<file path="config.mk">
export PLATFORM = sky130hd
export DESIGN_NAME = running_mean_deviation_core_flat
export DESIGN_NICKNAME = d
export VERILOG_FILES = /design/src/rtl/core/rmd_pkg.sv /design/src/rtl/core/rmd_stream_if.sv /design/src/rtl/core/rmd_ram.sv /design/src/rtl/core/running_mean_deviation_core.sv /design/src/flat_wrapper.sv
export SDC_FILE = /design/constraint.sdc
export NUM_CORES = 1
export LEC_CHECK = 0
export BUFFER_PORTS_ARGS = -buffer_cell sky130_fd_sc_hd__buf_2
export CAP_MARGIN = 20
export CELL_PAD_IN_SITES_DETAIL_PLACEMENT = 0
export CELL_PAD_IN_SITES_GLOBAL_PLACEMENT = 1
export CORE_ASPECT_RATIO = 0.9
export CORE_MARGIN = 4
export CORE_UTILIZATION = 45
export CTS_BUF_LIST = sky130_fd_sc_hd__clkbuf_4
export DETAILED_ROUTE_END_ITERATION = 6
export GPL_TIMING_DRIVEN = 0
export PLACE_DENSITY_LB_ADDON = 0.1
export SKIP_CTS_REPAIR_TIMING = 1
export SYNTH_ARGS = -nofsm -noshare
export SYNTH_HDL_FRONTEND = slang
export SYNTH_SLANG_ARGS = --single-unit
</file>
<file path="constraint.sdc">
create_clock -name clk -period 4.5 [get_ports clk]
set_clock_uncertainty 0.05 [all_clocks]
set_input_delay 0.9 -clock clk [delete_from_list [all_inputs] [get_ports clk]]
set_output_delay 0.9 -clock clk [all_outputs]
set_load 0.05 [all_outputs]
</file>
<file path="src/rtl/core/rmd_pkg.sv">
// Package for the running mean deviation core: field widths, payload types
// and the sequencer state type. No dependencies.
package rmd_pkg;

    localparam int SAMPLE_W = 16;
    localparam int RESULT_W = 17;
    localparam int STEP_W   = $clog2(SAMPLE_W);

    typedef logic [SAMPLE_W-1:0]        sample_t;
    typedef logic signed [RESULT_W-1:0] result_t;

    typedef enum logic [1:0] {
        ST_IDLE,
        ST_UPDATE,
        ST_DIVIDE,
        ST_DONE
    } state_t;

endpackage

</file>
<file path="src/rtl/core/rmd_stream_if.sv">
// Valid/ready channel interfaces for samples and results.
// Depends on rmd_pkg for the payload types.
interface rmd_sample_if;
    logic             valid;
    logic             ready;
    rmd_pkg::sample_t sample;

    modport source (output valid, output sample, input ready);
    modport sink   (input valid, input sample, output ready);
endinterface

interface rmd_result_if;
    logic             valid;
    logic             ready;
    rmd_pkg::result_t mean_minus_sample;

    modport source (output valid, output mean_minus_sample, input ready);
    modport sink   (input valid, input mean_minus_sample, output ready);
endinterface

</file>
<file path="src/rtl/core/rmd_ram.sv">
// Generic simple dual-port RAM: one write port, one read port with
// registered read data. No dependencies.
module rmd_ram #(
    parameter int WIDTH = 16,
    parameter int DEPTH = 15
) (
    input  logic                                  clk,
    input  logic                                  wr_en,
    input  logic [(DEPTH > 1 ? $clog2(DEPTH) : 1)-1:0] wr_addr,
    input  logic [WIDTH-1:0]                      wr_data,
    input  logic [(DEPTH > 1 ? $clog2(DEPTH) : 1)-1:0] rd_addr,
    output logic [WIDTH-1:0]                      rd_data
);

    logic [WIDTH-1:0] mem [DEPTH];

    always_ff @(posedge clk)
    begin
        if (wr_en)
        begin
            mem[wr_addr] <= wr_data;
        end
        rd_data <= mem[rd_addr];
    end

endmodule

</file>
<file path="src/rtl/core/running_mean_deviation_core.sv">
// Top level of the running mean deviation core: window ring, running sum
// and a bit-serial divider. Depends on rmd_pkg, rmd_stream_if and rmd_ram.
//
// Usage. Samples arrive on the "samples" channel and one result per sample
// leaves on the "results" channel; a transfer happens at a rising clock edge
// with valid and ready both high. For each sample the core replaces the
// oldest of the last WINDOW samples, updates a 16-bit running sum that wraps
// modulo 2^16, and returns the truncated mean (sum divided by the number of
// samples held, up to WINDOW) minus the new sample as a 17-bit signed value.
//
// Timing. The core works on one sample at a time. After the sample transfer,
// the UPDATE state takes the oldest entry from the window RAM and updates
// the sum, then a restoring divider produces one quotient bit per cycle over
// its 16 steps, and the DONE state forms the difference into the output
// register once that register is free. Only then does the core return to
// idle and take the next sample; the 16 steps of the serial divider take
// most of the time per sample.
//
// Reset clears the sum, the fill count and the write slot. The window RAM is
// not cleared; entries not yet written are read as zero by means of the fill
// count. When the receiver stalls, the result waits in the output register
// while the next sample is taken and processed; a second result waits in the
// final state until the register is free.
module running_mean_deviation_core #(
    parameter int WINDOW = 15
) (
    input  logic         clk,
    input  logic         rst_n,
    rmd_sample_if.sink   samples,
    rmd_result_if.source results
);

    localparam int SW = (WINDOW > 1) ? $clog2(WINDOW) : 1;
    localparam int CW = $clog2(WINDOW + 1);

    localparam logic [CW-1:0] WIN_FULL  = CW'(WINDOW);
    localparam logic [SW-1:0] LAST_SLOT = SW'(WINDOW - 1);
    localparam logic [rmd_pkg::STEP_W-1:0] LAST_STEP =
        rmd_pkg::STEP_W'(rmd_pkg::SAMPLE_W - 1);

    rmd_pkg::state_t          state_reg, state_next;
    logic [SW-1:0]            slot_reg, slot_next;
    logic [CW-1:0]            fill_reg, fill_next;
    rmd_pkg::sample_t         sum_reg, sum_next;
    rmd_pkg::sample_t         samp_reg, samp_next;
    rmd_pkg::sample_t         quo_reg, quo_next;
    logic [CW:0]              rem_reg, rem_next;
    logic [rmd_pkg::STEP_W-1:0] step_reg, step_next;
    logic                     out_valid_reg, out_valid_next;
    rmd_pkg::result_t         out_data_reg, out_data_next;

    rmd_pkg::sample_t         ram_rd_data;
    rmd_pkg::sample_t         old_value;
    logic                     ram_wr_en;
    logic [CW:0]              shifted;
    logic [CW:0]              divisor;
    logic                     quo_bit;
    logic                     out_free;

    rmd_ram #(
        .WIDTH (rmd_pkg::SAMPLE_W),
        .DEPTH (WINDOW)
    ) u_window (
        .clk     (clk),
        .wr_en   (ram_wr_en),
        .wr_addr (slot_reg),
        .wr_data (samp_reg),
        .rd_addr (slot_reg),
        .rd_data (ram_rd_data)
    );

    // Until the window has filled once, the slot being replaced was never
    // written and counts as zero.
    assign old_value = (fill_reg == WIN_FULL) ? ram_rd_data : '0;

    // One restoring division step: bring down the next dividend bit and
    // subtract the fill count when it fits.
    assign shifted = {rem_reg[CW-1:0], quo_reg[rmd_pkg::SAMPLE_W-1]};
    assign divisor = {1'b0, fill_reg};
    assign quo_bit = (shifted >= divisor);

    assign out_free = !out_valid_reg || results.ready;

    assign samples.ready             = (state_reg == rmd_pkg::ST_IDLE);
    assign results.valid             = out_valid_reg;
    assign results.mean_minus_sample = out_data_reg;

    always_ff @(posedge clk or negedge rst_n)
    begin
        if (!rst_n)
        begin
            state_reg     <= rmd_pkg::ST_IDLE;
            slot_reg      <= '0;
            fill_reg      <= '0;
            sum_reg       <= '0;
            step_reg      <= '0;
            out_valid_reg <= 1'b0;
        end
        else
        begin
            state_reg     <= state_next;
            slot_reg      <= slot_next;
            fill_reg      <= fill_next;
            sum_reg       <= sum_next;
            step_reg      <= step_next;
            out_valid_reg <= out_valid_next;
        end
    end

    always_ff @(posedge clk)
    begin
        samp_reg     <= samp_next;
        quo_reg      <= quo_next;
        rem_reg      <= rem_next;
        out_data_reg <= out_data_next;
    end

    always_comb
    begin
        state_next     = state_reg;
        slot_next      = slot_reg;
        fill_next      = fill_reg;
        sum_next       = sum_reg;
        samp_next      = samp_reg;
        quo_next       = quo_reg;
        rem_next       = rem_reg;
        step_next      = step_reg;
        out_data_next  = out_data_reg;
        out_valid_next = out_valid_reg && !results.ready;
        ram_wr_en      = 1'b0;

        case (state_reg)
            rmd_pkg::ST_IDLE:
            begin
                if (samples.valid)
                begin
                    samp_next  = samples.sample;
                    state_next = rmd_pkg::ST_UPDATE;
                end
            end

            rmd_pkg::ST_UPDATE:
            begin
                // The RAM has returned the oldest entry; swap it for the
                // new sample and advance the ring.
                ram_wr_en = 1'b1;
                sum_next  = sum_reg - old_value + samp_reg;
                quo_next  = sum_reg - old_value + samp_reg;
                rem_next  = '0;
                step_next = '0;
                slot_next = (slot_reg == LAST_SLOT) ? '0 : slot_reg + 1'b1;
                if (fill_reg != WIN_FULL)
                begin
                    fill_next = fill_reg + 1'b1;
                end
                state_next = rmd_pkg::ST_DIVIDE;
            end

            rmd_pkg::ST_DIVIDE:
            begin
                rem_next  = quo_bit ? (shifted - divisor) : shifted;
                quo_next  = {quo_reg[rmd_pkg::SAMPLE_W-2:0], quo_bit};
                step_next = step_reg + 1'b1;
                if (step_reg == LAST_STEP)
                begin
                    state_next = rmd_pkg::ST_DONE;
                end
            end

            rmd_pkg::ST_DONE:
            begin
                if (out_free)
                begin
                    out_data_next  = $signed({1'b0, quo_reg}) - $signed({1'b0, samp_reg});
                    out_valid_next = 1'b1;
                    state_next     = rmd_pkg::ST_IDLE;
                end
            end

            default:
            begin
                state_next = rmd_pkg::ST_IDLE;
            end
        endcase
    end

endmodule

</file>
<file path="src/flat_wrapper.sv">
// flat-port wrapper written by rule: the top's interface ports become plain ports
module running_mean_deviation_core_flat 
#(
    parameter int WINDOW = 15
)
  (clk, rst_n, samples_valid, samples_sample, samples_ready, results_valid, results_mean_minus_sample, results_ready);
  rmd_sample_if samples_i ();
  rmd_result_if results_i ();
  input  logic clk;
  input  logic rst_n;
  input wire logic [$bits(samples_i.valid)-1:0] samples_valid;
  input wire logic [$bits(samples_i.sample)-1:0] samples_sample;
  output wire logic [$bits(samples_i.ready)-1:0] samples_ready;
  output wire logic [$bits(results_i.valid)-1:0] results_valid;
  output wire logic [$bits(results_i.mean_minus_sample)-1:0] results_mean_minus_sample;
  input wire logic [$bits(results_i.ready)-1:0] results_ready;
  assign samples_i.valid = samples_valid;
  assign samples_i.sample = samples_sample;
  assign samples_ready = samples_i.ready;
  assign results_valid = results_i.valid;
  assign results_mean_minus_sample = results_i.mean_minus_sample;
  assign results_i.ready = results_ready;
  running_mean_deviation_core #(.WINDOW(WINDOW)) u_core (.clk(clk), .rst_n(rst_n), .samples(samples_i), .results(results_i));
endmodule
</file>
==> results.toml <==
[status]
outcome = "completed"

[critical_path]
path_max_fanout = 17
endpoint_kind = "flip-flop"
required_ns = 4.98
criticalPathCategory = "reg2reg"
startpoint_type = "flip-flop"
critPathArrivalTime_ns = 4.49

[floorplan]
die_area_sq_um = 36700
die_h_um = 182
core_area_sq_um = 33100
rows = 63
start_util_pct = 45.9
boundaryPins = 39
die_x_um = 202

[placed_design]
routabilityCongestion = 0.775
hpwl_mm = 24.6
place_area_sq_um = 16300
io_buffers = 38

[global_route]
grt_pass1_wl_mm = 54.0
overflow = 0
grt.total_usage_pct = 19.5
grt_antenna_before_repair = 1
first_global_vias = 8888
grt_max_degree = 32

[run]
cap_violations = 0

[cells_and_area]
seq_area_sq_um = 9890
largest_register_ffs = 240
area_growth_pct = 15.2
design_area_sq_um = 17500
multi_input_area_sq_um = 4820
largest_register = "u_core.u_window.mem"
layout_common_cells = "293 x edfxtp_1, 144 x clkbuf_4, 88 x inv_1"
drive_gt1_share_pct = 24.3
final_util_pct = 52.8
nets = 1189
fillers = 2796
final_common_cell = "edfxtp_1"

[pwr]
peakVddDrop_uv = 456
power_density_nw_per_um2 = 756
p_switching_mw = 5.03
seqPwrFrac_pct = 35.0
clkPwrFrac_pct = 21.2
p_leak_nw = 6.57
switching_share_pct = 38.1
p_int_mw = 8.19
p_comb_share_pct = 43.8

[routing]
wl_per_cell_um = 21.8
vias = 8687
postRouteWirelength_mm = 35.0
firstDrtPassIters = 5
viasPerCell = 5.41
drc = 0
detail-route-antenna-nets = 0
drtIter0Drc = 645

[min_path]
worst_hold_path_type = "in2async"

[sta]
period_minus_slack_ns = 4.01
final-max-slew-violation-count = 0
fmax_mhz = 249
hold_viol_final = 0
min_period_over_period_pct = 89.1
tightest_slew_ns = 1.13
finalSetupViolCount = 0
slew_headroom_pct = 24.5
rsz0062_at_grt = "no"

[clock_network]
htree_levels = 3
clock_path_buffers = 3
cts_sinks = 340
clockRootBuffer = "clkbuf_4"
cts_tree = "yes"
numCtsBuffers = 88
clkTransAtPathRegs_ns = 0.07
clock_latency_ns = 0.73

[synthesis]
ys_seq_area_share_pct = 65.2
async_flop_share_pct = 9.12
ys_ff_latch = 340
yosysUniqueCellTypes = 65
synth_cells = 958
avgSynthCellArea_sq_um = 15.8
synth_edf_count = 293
synth.cell_area_sq_um = 15200
synthesis.nets = 1037
yosys_most_used_dff = "edfxtp_1"
yosysWarningCount = 0
-- area by class of cell --
class	instances	area share, %
clock inverter	19	0.765
timing repair buffer	63	2.91
buffer	36	1.10
inverter	89	1.91
tap	422	3.02
clock buffer	144	6.18
multi-input combinational	492	27.5
antenna	1	0.0143
sequential	340	56.6
-- layer usage --
layer / track usage (%) / part of all wire [%]
met3: 3.75 / 4.8
met5: 0 / 0
met4: 7.68 / 3.1
met1: 28.8 / 48
met2: 29.0 / 44
-- cell usage after synthesis, types with 3 or more instances --
master     number  area (sq um)
a211oi_1        3          22.5
nand3_1        15          75.1
mux4_1         29           762
mux2i_1        24           240
xor2_1         11          96.3
o2111ai_1       5          43.8
mux4_2         35           788
a21o_1         12          90.1
o211ai_1        3          22.5
nor3b_1         3          22.5
inv_1          88           330
nor4_1          4          25.0
and3_1          6          37.5
mux2_2          5          56.3
o21a_1          9          67.6
buf_1           8          30.0
o21ai_0        50           250
a221oi_1        5          43.8
or4_1           3          22.5
ha_1           42           526
o21bai_1        3          22.5
buf_6           6          67.6
nor2b_1         3          18.8
o22ai_1         4          25.0
clkbuf_1       13          48.8
nor2_1         26          97.6
buf_2          10          50.1
dfrtp_1        31           776
dfxtp_1        16           320
xnor2_1        15           131
and2_1         20           125
nand2_1        50           188
nand2b_1        7          43.8
nor3_1         16          80.1
edfxtp_1      293          8800
nand4_1         5          31.3
fa_1           17           340
a21oi_1        27           135
-- logic make-up (layout without fill, tap and decap cells) --
logic type | count (synthesis) | after routing | share of synthesized area, %
AO/OA/AOI/OAI | 153 | 153 | 6.74
other | 0 | 1 | 0
AND/OR/NAND/NOR | 161 | 161 | 5.22
XOR/XNOR | 26 | 26 | 1.50
multiplexers | 93 | 93 | 12.2
buffers and inverters | 126 | 351 | 3.49
flip-flops | 340 | 340 | 65.2
adder cells (fa/ha/maj) | 59 | 59 | 5.70
-- path summary, 6_finish.rpt --
check,start,depth (start not counted),slack [ns],to
max in group asynchronous,rst_n,1,3.64,u_core.sum_reg[13]
min in group clk,samples_sample[13],1,0.29,u_core.samp_reg[13]
hold / removal,rst_n,1,0.21,u_core.sum_reg[0]
setup reg to reg,u_core.fill_reg[0],12,0.49,u_core.quo_reg[15]
setup / recovery,u_core.fill_reg[0],12,0.49,u_core.quo_reg[15]
hold reg to reg,u_core.sum_reg[11],2,0.45,u_core.sum_reg[11]
-- power groups by stage --
stage / registers, mW / clock network (mW) / logic (mW)
finish: 4.63 / 2.80 / 5.79
CTS: 4.64 / 2.89 / 5.86
floorplan: 4.79 / 0 / 4.08
global placement: 4.70 / 0 / 5.71
global route: 4.69 / 3.07 / 6.47
detailed placement: 4.70 / 0 / 5.82
-- critical path, cell delays in order, from the launching register on --
cell,delay (ns)
dfrtp_1,0.44
ha_1,0.26
and3_1,0.18
buf_2,0.21
and2_1,0.22
fa_1,0.53
inv_1,0.07
ha_1,0.31
a211oi_1,0.33
o21bai_1,0.23
o221ai_1,0.48
a2111oi_0,0.19
a221oi_1,0.30
-- stage by stage --
| stage | setup slack [ns] | setup TNS [ns] | instances | hold WS [ns] | total power, mW |
|---|---|---|---|---|---|
| floorplan | 0.993 | 0 | 958 | 0.399 | 8.87 |
| global placement | -1.23 | -56.57 | 1418 | 0.442 | 10.4 |
| detailed placement | 0.242 | 0 | 1443 | 0.437 | 10.5 |
| CTS | 0.225 | 0 | 1606 | 0.175 | 13.4 |
| global route | 0.225 | 0 | 1606 | 0.215 | 14.2 |
| finish | 0.489 | 0 | 1606 | 0.209 | 13.2 |
Note: power is estimated with default switching activity, not from simulation.
